[src/sv/bbo_pkg.sv]
// Package for the bucketed bit offset allocator: item types, codes and sizing constants.
// No dependencies; used by the top level, the checker and the bench.
`default_nettype none

package bbo_pkg;

  localparam int SIZE_BITS    = 16;
  localparam int BUCKET_COUNT = 6;
  localparam int BKT_W        = 3;   // bucket index bits
  localparam int SLOT_W       = 7;   // slot counter bits (up to 64 slots)
  localparam int WORD_BITS    = 64;
  localparam int LARGE_ROUND  = 63;
  localparam int SMALL_LIMIT  = 32;
  localparam int OUT_BITS     = 32;

  localparam logic KIND_ALLOC = 1'b0;
  localparam logic KIND_FLUSH = 1'b1;

  typedef struct packed {
    logic                 kind;
    logic [SIZE_BITS-1:0] request_size;
  } req_t;

  typedef struct packed {
    logic [OUT_BITS-1:0] bit_offset;
    logic                space_full;
  } rsp_t;

  // Smallest power-of-two bucket that holds the size; capped at the last bucket.
  function automatic logic [BKT_W-1:0] bucket_of(input logic [SIZE_BITS-1:0] size);
    logic [BKT_W-1:0] b;
    if (size <= SIZE_BITS'(1)) b = BKT_W'(0);
    else if (size <= SIZE_BITS'(2)) b = BKT_W'(1);
    else if (size <= SIZE_BITS'(4)) b = BKT_W'(2);
    else if (size <= SIZE_BITS'(8)) b = BKT_W'(3);
    else if (size <= SIZE_BITS'(16)) b = BKT_W'(4);
    else b = BKT_W'(BUCKET_COUNT - 1);
    return b;
  endfunction

endpackage

`default_nettype wire

[src/sv/bucketed_bit_offset_allocator.sv]
// Top level of the bucketed bit offset allocator: control, bucket RAM and space pointer.
// Depends on bbo_pkg and bbo_ram.
//
//   channel | valid     | stall     | payload           | dir
//   --------+-----------+-----------+-------------------+-----
//   request | req_valid | req_stall | req (kind, size)  | in
//   result  | rsp_valid | rsp_stall | rsp (offset,full) | out
//
// An item passes through ST_IDLE and ST_CALC: the accept edge reads the bucket entry
// from the bucket RAM (registered read data); the step edge in ST_CALC then updates
// the entry and loads the result. One item is in flight at a time.
// A result held by rsp_stall does not block the next accept; the update step waits
// only while the output register is still full and stalled.
// rst (synchronous) empties all buckets and the space; no clearing pass is needed.
`default_nettype none

module bucketed_bit_offset_allocator #(
  parameter int OFFSET_BITS = 32
) (
  input  logic          clk,
  input  logic          rst,
  input  bbo_pkg::req_t req,
  input  logic          req_valid,
  output logic          req_stall,
  output bbo_pkg::rsp_t rsp,
  output logic          rsp_valid,
  input  logic          rsp_stall
);

  import bbo_pkg::*;

  // RAM entry: {next offset, slots left}
  localparam int EW = OFFSET_BITS + SLOT_W;
  // wide enough for space pointer plus any rounded large request, with a carry bit
  localparam int AW = ((OFFSET_BITS > SIZE_BITS + 1) ? OFFSET_BITS : SIZE_BITS + 1) + 1;

  typedef enum logic [1:0] {
    ST_IDLE = 2'b01,
    ST_CALC = 2'b10
  } state_t;

  state_t state, state_next;

  logic                    kind_q;
  logic [SIZE_BITS-1:0]    size_q;
  logic [BKT_W-1:0]        bkt_q;
  logic [BUCKET_COUNT-1:0] bkt_valid;   // cleared bucket reads as zero slots
  logic [OFFSET_BITS-1:0]  eos, eos_next;

  logic accept, step;
  logic [EW-1:0] rd_data, wr_data;
  logic          wr_en;

  logic [SLOT_W-1:0]      slots_cur, wr_slots;
  logic [OFFSET_BITS-1:0] off_cur, wr_off, slot_sz, res_off;
  logic                   res_full, flush;
  logic [AW-1:0]          grow64, amount, grow_lg;
  logic                   room64, room_lg;

  assign accept    = req_valid && !req_stall;
  assign req_stall = (state != ST_IDLE);
  // update step happens once the output register can take the result
  assign step      = (state == ST_CALC) && (!rsp_valid || !rsp_stall);

  bbo_ram #(
    .WIDTH (EW),
    .DEPTH (BUCKET_COUNT)
  ) u_bkt_ram (
    .clk     (clk),
    .wr_en   (wr_en),
    .wr_addr (bkt_q),
    .wr_data (wr_data),
    .rd_en   (accept),
    .rd_addr (bucket_of(req.request_size)),
    .rd_data (rd_data)
  );

  // bucket entry as read; a flushed or never-used bucket has no slots
  assign slots_cur = bkt_valid[bkt_q] ? rd_data[SLOT_W-1:0] : '0;
  assign off_cur   = rd_data[EW-1:SLOT_W];
  assign slot_sz   = {{(OFFSET_BITS-1){1'b0}}, 1'b1} << bkt_q;

  // range checks: the grown pointer must stay within OFFSET_BITS
  assign grow64  = AW'(eos) + AW'(WORD_BITS);
  assign room64  = (grow64[AW-1:OFFSET_BITS] == '0);
  assign amount  = (AW'(size_q) + AW'(LARGE_ROUND)) & ~AW'(LARGE_ROUND);
  assign grow_lg = AW'(eos) + amount;
  assign room_lg = (grow_lg[AW-1:OFFSET_BITS] == '0);

  always_comb begin
    res_off  = '0;
    res_full = 1'b0;
    eos_next = eos;
    wr_en    = 1'b0;
    wr_off   = off_cur;
    wr_slots = slots_cur;
    flush    = 1'b0;
    if (kind_q == KIND_FLUSH) begin
      flush = 1'b1;
    end else if (size_q == '0) begin
      // zero size: nothing moves
    end else if (size_q <= SIZE_BITS'(SMALL_LIMIT)) begin
      if (slots_cur == '0) begin
        // bucket empty: claim a fresh word at the end of the space
        if (!room64) begin
          res_full = 1'b1;
        end else begin
          res_off  = eos;
          eos_next = grow64[OFFSET_BITS-1:0];
          wr_off   = eos + slot_sz;
          wr_slots = (SLOT_W'(WORD_BITS) >> bkt_q) - SLOT_W'(1);
          wr_en    = step;
        end
      end else begin
        res_off  = off_cur;
        wr_off   = off_cur + slot_sz;
        wr_slots = slots_cur - SLOT_W'(1);
        wr_en    = step;
      end
    end else begin
      if (!room_lg) begin
        res_full = 1'b1;
      end else begin
        res_off  = eos;
        eos_next = grow_lg[OFFSET_BITS-1:0];
      end
    end
  end

  assign wr_data = {wr_off, wr_slots};

  always_comb begin
    state_next = state;
    unique case (state)
      ST_IDLE: begin
        if (accept) state_next = ST_CALC;
      end
      ST_CALC: begin
        if (step) state_next = ST_IDLE;
      end
      default: state_next = ST_IDLE;
    endcase
  end

  always_ff @(posedge clk) begin
    if (rst) begin
      state     <= ST_IDLE;
      eos       <= '0;
      bkt_valid <= '0;
      rsp_valid <= 1'b0;
    end else begin
      state <= state_next;
      if (step) begin
        eos <= eos_next;
        if (flush) begin
          bkt_valid <= '0;
        end else if (wr_en) begin
          bkt_valid[bkt_q] <= 1'b1;
        end
        rsp_valid <= 1'b1;
      end else if (rsp_valid && !rsp_stall) begin
        rsp_valid <= 1'b0;
      end
    end
  end

  // payload registers
  always_ff @(posedge clk) begin
    if (accept) begin
      kind_q <= req.kind;
      size_q <= req.request_size;
      bkt_q  <= bucket_of(req.request_size);
    end
    if (step) begin
      rsp.bit_offset <= OUT_BITS'(res_off);
      rsp.space_full <= res_full;
    end
  end

endmodule

`default_nettype wire

[src/sv/bbo_ram.sv]
// Generic single-write, single-read synchronous RAM with registered read data.
// No dependencies.
`default_nettype none

module bbo_ram #(
  parameter int WIDTH = 8,
  parameter int DEPTH = 8
) (
  input  logic                     clk,
  input  logic                     wr_en,
  input  logic [$clog2(DEPTH)-1:0] wr_addr,
  input  logic [WIDTH-1:0]         wr_data,
  input  logic                     rd_en,
  input  logic [$clog2(DEPTH)-1:0] rd_addr,
  output logic [WIDTH-1:0]         rd_data
);

  logic [WIDTH-1:0] mem [DEPTH];

  always_ff @(posedge clk) begin
    if (wr_en) begin
      mem[wr_addr] <= wr_data;
    end
    if (rd_en) begin
      rd_data <= mem[rd_addr];
    end
  end

endmodule

`default_nettype wire

[config.mk]
export PLATFORM = sky130hd
export DESIGN_NAME = bucketed_bit_offset_allocator
export DESIGN_NICKNAME = d
export VERILOG_FILES = /design/src/sv/bbo_pkg.sv /design/src/sv/bucketed_bit_offset_allocator.sv /design/src/sv/bbo_ram.sv
export SDC_FILE = /design/constraint.sdc
export NUM_CORES = 1
export LEC_CHECK = 0
export BUFFER_PORTS_ARGS = -buffer_cell sky130_fd_sc_hd__buf_2
export CAP_MARGIN = 30
export CORE_UTILIZATION = 60
export CTS_BUF_LIST = sky130_fd_sc_hd__clkbuf_8
export DETAILED_ROUTE_END_ITERATION = 7
export PLACE_DENSITY_LB_ADDON = 0.12
export REMOVE_ABC_BUFFERS = 1
export SETUP_SLACK_MARGIN = 0.2
export SLEW_MARGIN = 20
export SYNTH_ARGS = -nofsm -noshare
export SYNTH_HDL_FRONTEND = slang
export SYNTH_SLANG_ARGS = --single-unit
[constraint.sdc]
create_clock -name clk -period 12.4 [get_ports clk]
set_input_delay 1.24 -clock clk [delete_from_list [all_inputs] [get_ports clk]]
set_output_delay 1.24 -clock clk [all_outputs]
set_load 0.005 [all_outputs]
==> impl_metrics.sql, run 1 <==
INSERT INTO impl_metrics (metric_group, metric, value, unit) VALUES
('place', 'final_hpwl_from_detailed_placement', '25400', 'um'),
('power_and_ir_drop', 'seq_power_share', '57.1', '%'),
('worst_setup_path', 'path_class', 'reg2reg', ''),
('yosys', 'synth_compound_area_share', '10.1', '%'),
('yosys', 'synthesis.instances', '1297', ''),
('yosys', 'edff_count_synth', '326', ''),
('yosys', 'netlist.area_leader.share', '57.8', '%'),
('worst_setup_path', 'cp_data_arrival_time', '5.48', 'ns'),
('status', 'status', 'finished clean', ''),
('clock_network', 'hold_buffers', '0', ''),
('power_and_ir_drop', 'internal-power', '1.85', 'mW'),
('detailed_routing', 'drt_drc_violations_left', '0', ''),
('global_route', 'grt_util_all_layers', '29.2', '%'),
('min_path', 'hold-path-cell-count', '2', ''),
('worst_setup_path', 'timing.critical_path.from_type', 'flop', ''),
('floorplanning', 'placeableCoreArea', '27800', 'sq um'),
('timing', 'tns', '0', 'ns'),
('power_and_ir_drop', 'swShare', '21.9', '%'),
('timing', 'slew_viols_final', '0', ''),
('power_and_ir_drop', 'max-vdd-ir-drop', '92.8', 'uV'),
('timing', 'grt_setup_unrepaired', 'false', ''),
('final_layout', 'layout.cells.non_filler', '1778', ''),
('detailed_routing', 'drt_pass1_iterations', '5', ''),
('clock_network', 'clock_insertion_delay_worst_skew', '0.60', 'ns'),
('yosys', 'synth.ff_latch_count', '361', ''),
('final_layout', 'multi_input_area', '6180', 'sq um'),
('final_layout', 'drive_above_1_share', '21.2', '%'),
('timing', 'setup_violations', '0', ''),
('timing', 'finalCriticalPeriod', '4.99', 'ns'),
('detailed_routing', 'initialDrtViolationCount', '1439', ''),
('detailed_routing', 'ant_nets', '0', ''),
('clock_network', 'tritoncts', 'done', ''),
('yosys', 'synth_area_per_cell', '13.1', 'sq um'),
('yosys', 'synth_largest_area_cell', 'sky130_fd_sc_hd__edfxtp_1', ''),
('yosys', 'yosys.area_share.simple', '10.5', '%'),
('global_route', 'grt_antenna_before_repair', '1', ''),
('power_and_ir_drop', 'p_comb_share', '3.2', '%'),
('final_layout', 'nNetsFinal', '1409', ''),
('final_layout', 'seqCellArea', '10500', 'sq um'),
('clock_network', 'clk_pin_slew_worst_paths', '0.06', 'ns'),
('yosys', 'netlist_top_cells_area', 'sky130_fd_sc_hd__edfxtp_1 (58%), sky130_fd_sc_hd__mux2_2 (5.4%), sky130_fd_sc_hd__mux4_2 (5.1%)', ''),
('yosys', 'yosys.cell_count.top_type', 'sky130_fd_sc_hd__edfxtp_1', ''),
('detailed_routing', 'vias', '11429', ''),
('floorplanning', 'dieHeight', '170', 'um'),
('yosys', 'yosys.area_share.xor_xnor', '2.38', '%'),
('min_path', 'hp-class', 'reg2reg', ''),
('floorplanning', 'design.portCount', '56', ''),
('timing', 'worst_pin_slew', '1.00', 'ns'),
('global_route', 'first_global_vias', '11046', ''),
('global_route', 'grt_max_degree', '60', ''),
('clock_network', 'total_cts_buffers', '57', ''),
('power_and_ir_drop', 'cellPowerDensity', '126', 'nW/um^2'),
('yosys', 'yosys.cell_types.count', '63', ''),
('yosys', 'dominant_combinational_cell_family_by_area_after_synthesis', 'multiplexers', ''),
('place', 'place.detailed.instances', '1678', ''),
('yosys', 'yosysWarnings', '0', ''),
('final_layout', 'final.fill_count', '2075', ''),
('yosys', 'synth.area.mux_share', '10.7', '%'),
('yosys', 'synth_flop_cell', 'sky130_fd_sc_hd__edfxtp_1', ''),
('floorplanning', 'die-area', '28900', 'sq um'),
('global_route', 'first_pass_grt_wire_length', '63100', 'um'),
('final_layout', 'antenna-diode-count', '0', ''),
('detailed_routing', 'post_drt_via_cell_ratio', '6.43', ''),
('worst_setup_path', 'worst_path_fanout_max', '36', ''),
('power_and_ir_drop', 'part_of_the_total_power_dissipated_in_the_clock_network', '39.7', '%'),
('global_route', 'gr-total-overflow', '0', ''),
('clock_network', 'clock-sinks', '361', ''),
('worst_setup_path', 'crit_required', '12.89', 'ns'),
('yosys', 'ys_async_sr_fraction', '0', '%'),
('floorplanning', 'initial_utilization', '61.0', '%'),
('timing', 'fmax', '0.200', 'GHz');
==> per-layer routing <==
metal / up-vias / track usage (%) / wire, um
li1: 5140 / - / -
met1: 5629 / 42.3 / 17800
met2: 565 / 44.6 / 18900
met3: 93 / 4.74 / 3420
met4: 2 / 11.3 / 1230
met5: - / 0 / 8
==> cell families (layout without fill, tap and decap cells) <==
group / count (synthesis) / after routing
mux: 123 / 123
fa+ha+maj: 27 / 27
simple gates: 368 / 368
compound gates: 273 / 273
flops: 361 / 361
xor+xnor: 46 / 46
buf+inv: 99 / 202
==> metrics by stage <==
step / utilization (%) / power [mW] / hold slack, ns / setup WS, ns / cell area [sq um]
after floorplan: - / 1.42 / 0.431 / 4.76 / 16700
after global placement: 63.6 / 1.45 / 0.451 / 7.19 / 17700
after detailed placement: 63.7 / 1.45 / 0.462 / 7.42 / 17700
after CTS: 67.5 / 2.38 / 0.477 / 7.44 / 18700
after global routing: 67.6 / 2.44 / 0.513 / 7.08 / 18800
final: 67.6 / 2.36 / 0.475 / 7.41 / 18800
==> final cells by class <==
type	count	area share (%)
timing repair buffer	80	2.69
inverter	24	0.480
multi-input combinational	837	32.9
clock inverter	38	1.15
tap	378	2.52
sequential	361	55.9
clock buffer	60	4.40
==> cells in the final DEF, fill, tap and decap left out, drive strengths merged, types with 4 or more instances in the layout <==
cell type    n
clkinv      16
a211oi      11
o211ai       5
and2         4
nor4        11
o31ai       11
o21ai       50
nand2       81
nand2b       8
a21o         4
a31oi        8
o21a         7
dfxtp       35
nor3        26
a22oi       32
nor2b       11
buf         80
o22ai       14
clkbuf      60
and3        21
or4         12
mux4        38
nor2       115
edfxtp     326
or2          6
ha          24
a21oi       98
nand3       38
o32ai        4
mux2        83
xnor2       28
a311oi       5
xor2        18
inv         44
or3          9
nand4       18
==> power by group through the flow <==
stage	Combinational, mW	Clock, mW	Sequential (mW)
final	0.0766	0.937	1.35
after global routing	0.0843	1.00	1.35
after CTS	0.0759	0.954	1.35
after detailed placement	0.0753	0	1.37
after global placement	0.0738	0	1.37
after floorplan	0.0471	0	1.37
==> state kept, by name, indices dropped and copies added, names as in the netlist <==
signal	count
bkt_q	3
bkt_valid	6
eos	26
kind_q	1
rsp	33
rsp_valid	1
size_q	16
state	2
u_bkt_ram.mem	234
u_bkt_ram.rd_data	39
==> path summary, 6_finish.rpt <==
path | from | to | slack, ns
min reg2reg | bkt_valid[2]$_SDFFE_PP0P_ | bkt_valid[2]$_SDFFE_PP0P_ | 0.47
max | size_q[1]$_DFFE_PP_ | eos[26]$_SDFFE_PP0P_ | 7.41
min | bkt_valid[2]$_SDFFE_PP0P_ | bkt_valid[2]$_SDFFE_PP0P_ | 0.47
max reg2reg | size_q[1]$_DFFE_PP_ | eos[26]$_SDFFE_PP0P_ | 7.41
==> worst max-delay path, stage by stage, from the launching register on <==
cell,delay [ns]
sky130_fd_sc_hd__edfxtp_1,0.35
sky130_fd_sc_hd__or4_1,0.60
sky130_fd_sc_hd__nor3_1,0.59
sky130_fd_sc_hd__nor2_1,0.18
sky130_fd_sc_hd__and3_1,0.27
sky130_fd_sc_hd__and4_1,0.25
sky130_fd_sc_hd__nand2_1,0.09
sky130_fd_sc_hd__xnor2_1,0.12
sky130_fd_sc_hd__ha_1,0.32
sky130_fd_sc_hd__a21oi_1,0.16
sky130_fd_sc_hd__o21ai_0,0.09
sky130_fd_sc_hd__a21oi_1,0.28
sky130_fd_sc_hd__a211o_1,0.31
sky130_fd_sc_hd__nand3_4,0.36
sky130_fd_sc_hd__nor4_1,0.50
sky130_fd_sc_hd__mux2_2,0.39
Power figures use the tool's default switching activity.
==> run 2, diff against run 1 <==
==> constraint.sdc (replaced) <==
create_clock -name clk -period 4.9 [get_ports clk]
set_input_delay 0.49 -clock clk [delete_from_list [all_inputs] [get_ports clk]]
set_output_delay 0.49 -clock clk [all_outputs]
set_load 0.005 [all_outputs]
==> impl_metrics.sql, run 2 (synthesis results as in run 1) <==
INSERT INTO impl_metrics (metric_group, metric, value, unit) VALUES
('status', 'status', 'finished clean', ''),
('clock_network', 'clk_pin_slew_worst_paths', '0.06', 'ns'),
('final_layout', 'final_common_cell', 'sky130_fd_sc_hd__edfxtp_1', ''),
('worst_setup_path', 'number_of_buffer_and_inverter_stages_on_the_critical_path', '1', ''),
('final_layout', 'layout.cells.non_filler', '1799', ''),
('floorplanning', 'chipWidth', '170', 'um'),
('power_and_ir_drop', 'max-vdd-ir-drop', '264', 'uV'),
('power_and_ir_drop', 'leakagePower', '6.50', 'nW'),
('global_route', 'first_global_vias', '11000', ''),
('detailed_routing', 'drt-wirelength-per-cell', '22.9', 'um'),
('floorplanning', 'die-area', '28900', 'sq um'),
('global_route', 'grt_util_all_layers', '29.1', '%'),
('min_path', 'hp-class', 'in2reg', ''),
('worst_setup_path', 'path_class', 'reg2reg', ''),
('global_route', 'grt_antenna_before_repair', '0', ''),
('min_path', 'hold-path-cell-count', '1', ''),
('worst_setup_path', 'worst_path_fanout_max', '36', ''),
('timing', 'fmax', '0.234', 'GHz'),
('place', 'final_hpwl_from_detailed_placement', '26700', 'um'),
('final_layout', 'final.fill_count', '2021', ''),
('final_layout', 'flip_flop_count_of_the_largest_register_all_copies_and_words_added', '234', ''),
('worst_setup_path', 'crit_path_end_kind', 'flop', ''),
('place', 'port_buffers', '55', ''),
('final_layout', 'antenna-diode-count', '0', ''),
('final_layout', 'area_growth', '11.3', '%'),
('run', 'max_cap_violations', '0', ''),
('detailed_routing', 'drt_drc_violations_left', '0', ''),
('floorplanning', 'core.rowCount', '61', ''),
('timing', 'worst_pin_slew', '0.945', 'ns'),
('clock_network', 'cts.htree.levels', '2', ''),
('power_and_ir_drop', 'p_switching', '1.34', 'mW'),
('clock_network', 'post_cts_resize_count', '0', ''),
('detailed_routing', 'drt_pass1_iterations', '7', ''),
('place', 'placed_area', '17800', 'sq um'),
('timing', 'worst_clock_skew', '0.0338', 'ns'),
('final_layout', 'max_flop_register', 'u_bkt_ram.mem', ''),
('detailed_routing', 'post_drt_via_cell_ratio', '6.43', ''),
('timing', 'worst_slew_margin_rel', '36.5', '%'),
('timing', 'grt_setup_unrepaired', 'false', ''),
('clock_network', 'total_cts_buffers', '57', ''),
('clock_network', 'postCtsSetupBuffers', '0', ''),
('global_route', 'first_pass_grt_wire_length', '63000', 'um'),
('floorplanning', 'design.portCount', '56', ''),
('floorplanning', 'initial_utilization', '61.0', '%'),
('clock_network', 'clock-sinks', '361', ''),
('final_layout', 'finalCoreUtilization', '67.9', '%'),
('worst_setup_path', 'crit_path_cell_trace', 'or4_1 > nor3_1 > buf_4 > nor2_1 > and3_1 > and4_1 > nand2_1 > xnor2_1 > ha_1 > a21oi_1 > o21ai_0 > a21oi_1 > a211o_1 > nand3_4 > nor4_1 > mux2_2', ''),
('place', 'gp_congestion', '0.926', ''),
('floorplanning', 'placeableCoreArea', '27800', 'sq um'),
('detailed_routing', 'final_routed_wirelength', '41200', 'um'),
('timing', 'hold_viol_final', '0', ''),
('power_and_ir_drop', 'post_route_total_power', '5.95', 'mW'),
('clock_network', 'clk_path_buf_depth', '3', ''),
('worst_setup_path', 'worst-r2r-cell-count', '16', ''),
('worst_setup_path', 'timing.critical_path.from_type', 'flop', ''),
('power_and_ir_drop', 'swShare', '22.5', '%'),
('worst_setup_path', 'crit_required', '5.37', 'ns'),
('power_and_ir_drop', 'part_of_the_total_power_dissipated_in_the_clock_network', '39.3', '%'),
('place', 'dp_slack', '0.697', 'ns'),
('clock_network', 'clk_root_buffer_cell', 'sky130_fd_sc_hd__clkbuf_8', ''),
('final_layout', 'nNetsFinal', '1422', ''),
('worst_setup_path', 'max_stage_delay', '0.58', 'ns'),
('timing', 'slew_viols_final', '0', ''),
('place', 'place.detailed.instances', '1693', ''),
('worst_setup_path', 'critical_path.slowest_cell', 'sky130_fd_sc_hd__or4_1', ''),
('detailed_routing', 'ant_nets', '0', ''),
('global_route', 'grt_max_degree', '42', ''),
('power_and_ir_drop', 'internal-power', '4.61', 'mW'),
('worst_setup_path', 'cp_data_arrival_time', '4.74', 'ns'),
('global_route', 'gr-total-overflow', '0', ''),
('timing', 'setup_ws', '0.627', 'ns'),
('timing', 'setup_violations', '0', ''),
('clock_network', 'tritoncts', 'done', ''),
('power_and_ir_drop', 'p_comb_share', '3.3', '%'),
('floorplanning', 'dieHeight', '170', 'um'),
('power_and_ir_drop', 'seq_power_share', '57.4', '%'),
('power_and_ir_drop', 'cellPowerDensity', '315', 'nW/um^2'),
('detailed_routing', 'initialDrtViolationCount', '1513', ''),
('final_layout', 'drive_above_1_share', '22.1', '%'),
('final_layout', 'reg_top3', 'u_bkt_ram.mem x234, u_bkt_ram.rd_data x39, rsp x33', ''),
('detailed_routing', 'vias', '11559', ''),
('final_layout', 'most-common-layout-cells', 'sky130_fd_sc_hd__edfxtp_1 (326), sky130_fd_sc_hd__nor2_1 (109), sky130_fd_sc_hd__a21oi_1 (97)', ''),
('timing', 'finalCriticalPeriod', '4.27', 'ns'),
('worst_setup_path', 'cp_num_cells', '16', ''),
('final_layout', 'final_design_area_no_fill', '18900', 'sq um'),
('worst_setup_path', 'cp_most_frequent_cell', 'sky130_fd_sc_hd__a21oi_1', ''),
('clock_network', 'hold_buffers', '0', ''),
('worst_setup_path', 'timing.critical_path.max_delay_family', 'simple AND/OR/NAND/NOR gates', ''),
('timing', 'final.period_utilization', '87.2', '%'),
('clock_network', 'clock_insertion_delay_worst_skew', '0.61', 'ns');
==> run 2: metal layers <==
layer | global-route usage [%] | wire length [um] | up-vias
met5 | 0 | 0 | -
met4 | 9.40 | 976 | 0
met3 | 4.58 | 3660 | 75
met2 | 43.7 | 18300 | 611
met1 | 43.6 | 18200 | 5694
li1 | - | - | 5179
==> run 2: worst register-to-register path, cell delays in order, from the launching register on <==
cell and delay [ns]:
sky130_fd_sc_hd__edfxtp_1 0.35, sky130_fd_sc_hd__or4_1 0.58, sky130_fd_sc_hd__nor3_1 0.16, sky130_fd_sc_hd__buf_4 0.17
sky130_fd_sc_hd__nor2_1 0.07, sky130_fd_sc_hd__and3_1 0.23, sky130_fd_sc_hd__and4_1 0.25, sky130_fd_sc_hd__nand2_1 0.09
sky130_fd_sc_hd__xnor2_1 0.12, sky130_fd_sc_hd__ha_1 0.31, sky130_fd_sc_hd__a21oi_1 0.15, sky130_fd_sc_hd__o21ai_0 0.09
sky130_fd_sc_hd__a21oi_1 0.21, sky130_fd_sc_hd__a211o_1 0.26, sky130_fd_sc_hd__nand3_4 0.34, sky130_fd_sc_hd__nor4_1 0.40
sky130_fd_sc_hd__mux2_2 0.37
==> run 2: area by class of cell <==
type,instances,area [sq um],area share (%)
Clock buffer,62,853,4.52
Clock inverter,44,198,1.05
Inverter,24,90.1,0.477
Multi-Input combinational cell,837,6160,32.7
Sequential cell,361,10500,55.6
Tap cell,378,473,2.51
Timing Repair Buffer,93,598,3.17
==> run 2: per-stage QoR <==
stage / hold WS (ns) / setup TNS, ns
5_1_grt: 0.0538 / 0
3_3_place_gp: 0.451 / 0
2_1_floorplan: 0.431 / -126.29
4_1_cts: 0.0635 / 0
3_5_place_dp: 0.456 / 0
6_report: 0.0834 / 0
==> run 2: path summary, 6_finish.rpt <==
check                       startpoint                        end  slack [ns]
max                size_q[1]$_DFFE_PP_       eos[27]$_SDFFE_PP0P_        0.63
min                             req[6]        size_q[6]$_DFFE_PP_        0.08
max reg2reg        size_q[1]$_DFFE_PP_       eos[27]$_SDFFE_PP0P_        0.63
min reg2reg  bkt_valid[5]$_SDFFE_PP0P_  bkt_valid[5]$_SDFFE_PP0P_        0.47
==> run 2: power groups by stage <==
stage	Combinational (mW)	Sequential [mW]	Clock [mW]
after floorplan	0.119	3.46	0
after global placement	0.190	3.48	0
after detailed placement	0.194	3.48	0
after CTS	0.195	3.41	2.39
after global routing	0.217	3.42	2.52
final	0.198	3.42	2.34
==> run 3, diff against run 2 <==
--- a/config.mk
+++ b/config.mk
@@ -7,7 +7,7 @@
 export LEC_CHECK = 0
 export BUFFER_PORTS_ARGS = -buffer_cell sky130_fd_sc_hd__buf_2
 export CAP_MARGIN = 30
-export CORE_UTILIZATION = 60
+export CORE_UTILIZATION = 40
 export CTS_BUF_LIST = sky130_fd_sc_hd__clkbuf_8
 export DETAILED_ROUTE_END_ITERATION = 7
 export PLACE_DENSITY_LB_ADDON = 0.12
==> impl_metrics.sql, run 3 (synthesis results as in run 1) <==
INSERT INTO impl_metrics (metric_group, metric, value, unit) VALUES
('status', 'status', 'finished clean', ''),
('detailed_routing', 'vias', '11285', ''),
('power_and_ir_drop', 'seq_power_share', '56.2', '%'),
('place', 'port_buffers', '55', ''),
('global_route', 'first_global_vias', '11209', ''),
('power_and_ir_drop', 'max-vdd-ir-drop', '178', 'uV'),
('clock_network', 'hold_buffers', '12', ''),
('floorplanning', 'placeableCoreArea', '41900', 'sq um'),
('final_layout', 'max_flop_register', 'u_bkt_ram.mem', ''),
('clock_network', 'clk_root_buffer_cell', 'sky130_fd_sc_hd__clkbuf_8', ''),
('worst_setup_path', 'timing.critical_path.from_type', 'flop', ''),
('clock_network', 'post_cts_resize_count', '0', ''),
('timing', 'setup_violations', '0', ''),
('floorplanning', 'die-area', '43200', 'sq um'),
('place', 'final_hpwl_from_detailed_placement', '28900', 'um'),
('run', 'max_cap_violations', '0', ''),
('clock_network', 'cts.htree.levels', '2', ''),
('min_path', 'hp-class', 'in2reg', ''),
('global_route', 'grt_antenna_before_repair', '1', ''),
('timing', 'fmax', '0.234', 'GHz'),
('detailed_routing', 'initialDrtViolationCount', '1076', ''),
('final_layout', 'final.fill_count', '3818', ''),
('floorplanning', 'initial_utilization', '40.5', '%'),
('worst_setup_path', 'cp_data_arrival_time', '4.82', 'ns'),
('timing', 'tns', '0', 'ns'),
('final_layout', 'drive_above_1_share', '21.8', '%'),
('floorplanning', 'dieHeight', '208', 'um'),
('power_and_ir_drop', 'p_switching', '1.40', 'mW'),
('timing', 'hold_viol_final', '0', ''),
('clock_network', 'postCtsSetupBuffers', '0', ''),
('worst_setup_path', 'crit_path_end_kind', 'flop', ''),
('timing', 'worst_slew_margin_rel', '36.7', '%'),
('detailed_routing', 'post_drt_via_cell_ratio', '5.69', ''),
('global_route', 'grt_max_degree', '60', ''),
('final_layout', 'most-common-layout-cells', 'sky130_fd_sc_hd__edfxtp_1 (326), sky130_fd_sc_hd__nor2_1 (109), sky130_fd_sc_hd__a21oi_1 (97)', ''),
('power_and_ir_drop', 'swShare', '23.1', '%'),
('timing', 'grt_setup_unrepaired', 'false', ''),
('power_and_ir_drop', 'part_of_the_total_power_dissipated_in_the_clock_network', '40.4', '%'),
('floorplanning', 'design.portCount', '56', ''),
('power_and_ir_drop', 'p_comb_share', '3.4', '%'),
('detailed_routing', 'drt_drc_violations_left', '0', ''),
('floorplanning', 'chipWidth', '208', 'um'),
('final_layout', 'layout.cells.non_filler', '1982', ''),
('power_and_ir_drop', 'internal-power', '4.68', 'mW'),
('detailed_routing', 'final_routed_wirelength', '45600', 'um'),
('detailed_routing', 'drt_pass1_iterations', '5', ''),
('global_route', 'gr-total-overflow', '0', ''),
('timing', 'worst_clock_skew', '0.0223', 'ns'),
('timing', 'final.period_utilization', '87.1', '%'),
('global_route', 'grt_util_all_layers', '21.2', '%'),
('global_route', 'grt_util_met3', '3.72', '%'),
('final_layout', 'flip_flop_count_of_the_largest_register_all_copies_and_words_added', '234', ''),
('detailed_routing', 'drt-wirelength-per-cell', '23.0', 'um'),
('clock_network', 'tritoncts', 'done', ''),
('place', 'gp_congestion', '0.912', ''),
('detailed_routing', 'ant_nets', '0', ''),
('timing', 'worst_pin_slew', '0.940', 'ns'),
('timing', 'slew_viols_final', '0', ''),
('global_route', 'grt_busiest_layer', 'met2', ''),
('global_route', 'first_pass_grt_wire_length', '69000', 'um'),
('timing', 'finalCriticalPeriod', '4.27', 'ns'),
('final_layout', 'reg_top3', 'u_bkt_ram.mem x234, u_bkt_ram.rd_data x39, rsp x33', ''),
('clock_network', 'clk_pin_slew_worst_paths', '0.06', 'ns'),
('power_and_ir_drop', 'leakagePower', '6.62', 'nW'),
('global_route', 'global_route.usage.met1', '30.4', '%'),
('worst_setup_path', 'worst_path_fanout_max', '36', ''),
('clock_network', 'clk_path_buf_depth', '3', ''),
('place', 'place.detailed.instances', '1855', ''),
('worst_setup_path', 'crit_required', '5.46', 'ns'),
('final_layout', 'nNetsFinal', '1440', ''),
('global_route', 'grt.met2_usage', '32.8', '%'),
('floorplanning', 'core.rowCount', '75', ''),
('worst_setup_path', 'path_class', 'reg2reg', ''),
('final_layout', 'area_growth', '13.6', '%'),
('clock_network', 'total_cts_buffers', '61', ''),
('final_layout', 'final_common_cell', 'sky130_fd_sc_hd__edfxtp_1', ''),
('power_and_ir_drop', 'cellPowerDensity', '316', 'nW/um^2'),
('clock_network', 'clock_insertion_delay_worst_skew', '0.67', 'ns'),
('clock_network', 'clock-sinks', '361', '');
[run 3: changes by cell type in the layout (fill, tap and decap cells not counted), sizes merged]
| cell | delta |
|---|---|
| buf | +2 |
| bufinv | +1 |
| clkinv | -5 |
| diode | +1 |
| dlygate4sd3 | +12 |
| inv | +11 |
[run 3: power groups by stage]
stage	clock network, mW	logic [mW]	registers, mW
final	2.46	0.209	3.42
after global routing	2.66	0.230	3.42
after CTS	2.54	0.208	3.41
after detailed placement	0	0.199	3.48
after global placement	0	0.197	3.48
after floorplan	0	0.119	3.46
[run 3: through the flow]
stage	setup slack [ns]	utilization, %	total power, mW	instance area [sq um]	hold slack, ns
2_1_floorplan	-1.99	-	3.58	16700	0.431
3_3_place_gp	0.745	43.0	3.67	18000	0.459
3_5_place_dp	0.665	43.0	3.68	18000	0.464
4_1_cts	0.635	45.9	6.16	19200	0.0168
5_1_grt	0.248	46.0	6.31	19300	0.0329
6_report	0.634	46.0	6.08	19300	0.0616
[run 3: final timing paths]
| path | start | to | slack [ns] | cells after the start |
|---|---|---|---|---|
| hold reg to reg | bkt_valid[3]$_SDFFE_PP0P_ | bkt_valid[3]$_SDFFE_PP0P_ | 0.47 | 2 |
| setup reg to reg | size_q[1]$_DFFE_PP_ | eos[27]$_SDFFE_PP0P_ | 0.63 | 12 |
| setup / recovery | size_q[1]$_DFFE_PP_ | eos[27]$_SDFFE_PP0P_ | 0.63 | 12 |
| hold / removal | req[3] | size_q[3]$_DFFE_PP_ | 0.06 | 1 |
[run 3: routing by layer]
metal	wire length [um]	up-vias
li1	-	5227
met1	21400	5633
met2	20800	347
met3	2360	78
met4	1040	0
met5	0	-
[run 3: final cells by class]
cell class	count	area (sq um)	area share, %
Sequential cell	361	10500	54.5
Multi-Input combinational cell	837	6160	32.0
Timing Repair Buffer	107	728	3.78
Inverter	24	90.1	0.468
Clock buffer	62	853	4.43
Tap cell	539	674	3.50
Clock inverter	51	249	1.29
Antenna cell	1	2.50	0.0130
[run 3: critical path, cell delays in order (launching register included)]
cell	delay (ns)
sky130_fd_sc_hd__edfxtp_1	0.35
sky130_fd_sc_hd__or4_1	0.57
sky130_fd_sc_hd__or3_1	0.41
sky130_fd_sc_hd__nand3_1	0.13
sky130_fd_sc_hd__xnor2_1	0.12
sky130_fd_sc_hd__ha_1	0.29
sky130_fd_sc_hd__nor2b_1	0.17
sky130_fd_sc_hd__o31a_1	0.26
sky130_fd_sc_hd__o311ai_0	0.45
sky130_fd_sc_hd__a211o_1	0.30
sky130_fd_sc_hd__nand3_4	0.33
sky130_fd_sc_hd__nor4_1	0.41
sky130_fd_sc_hd__mux2_2	0.37
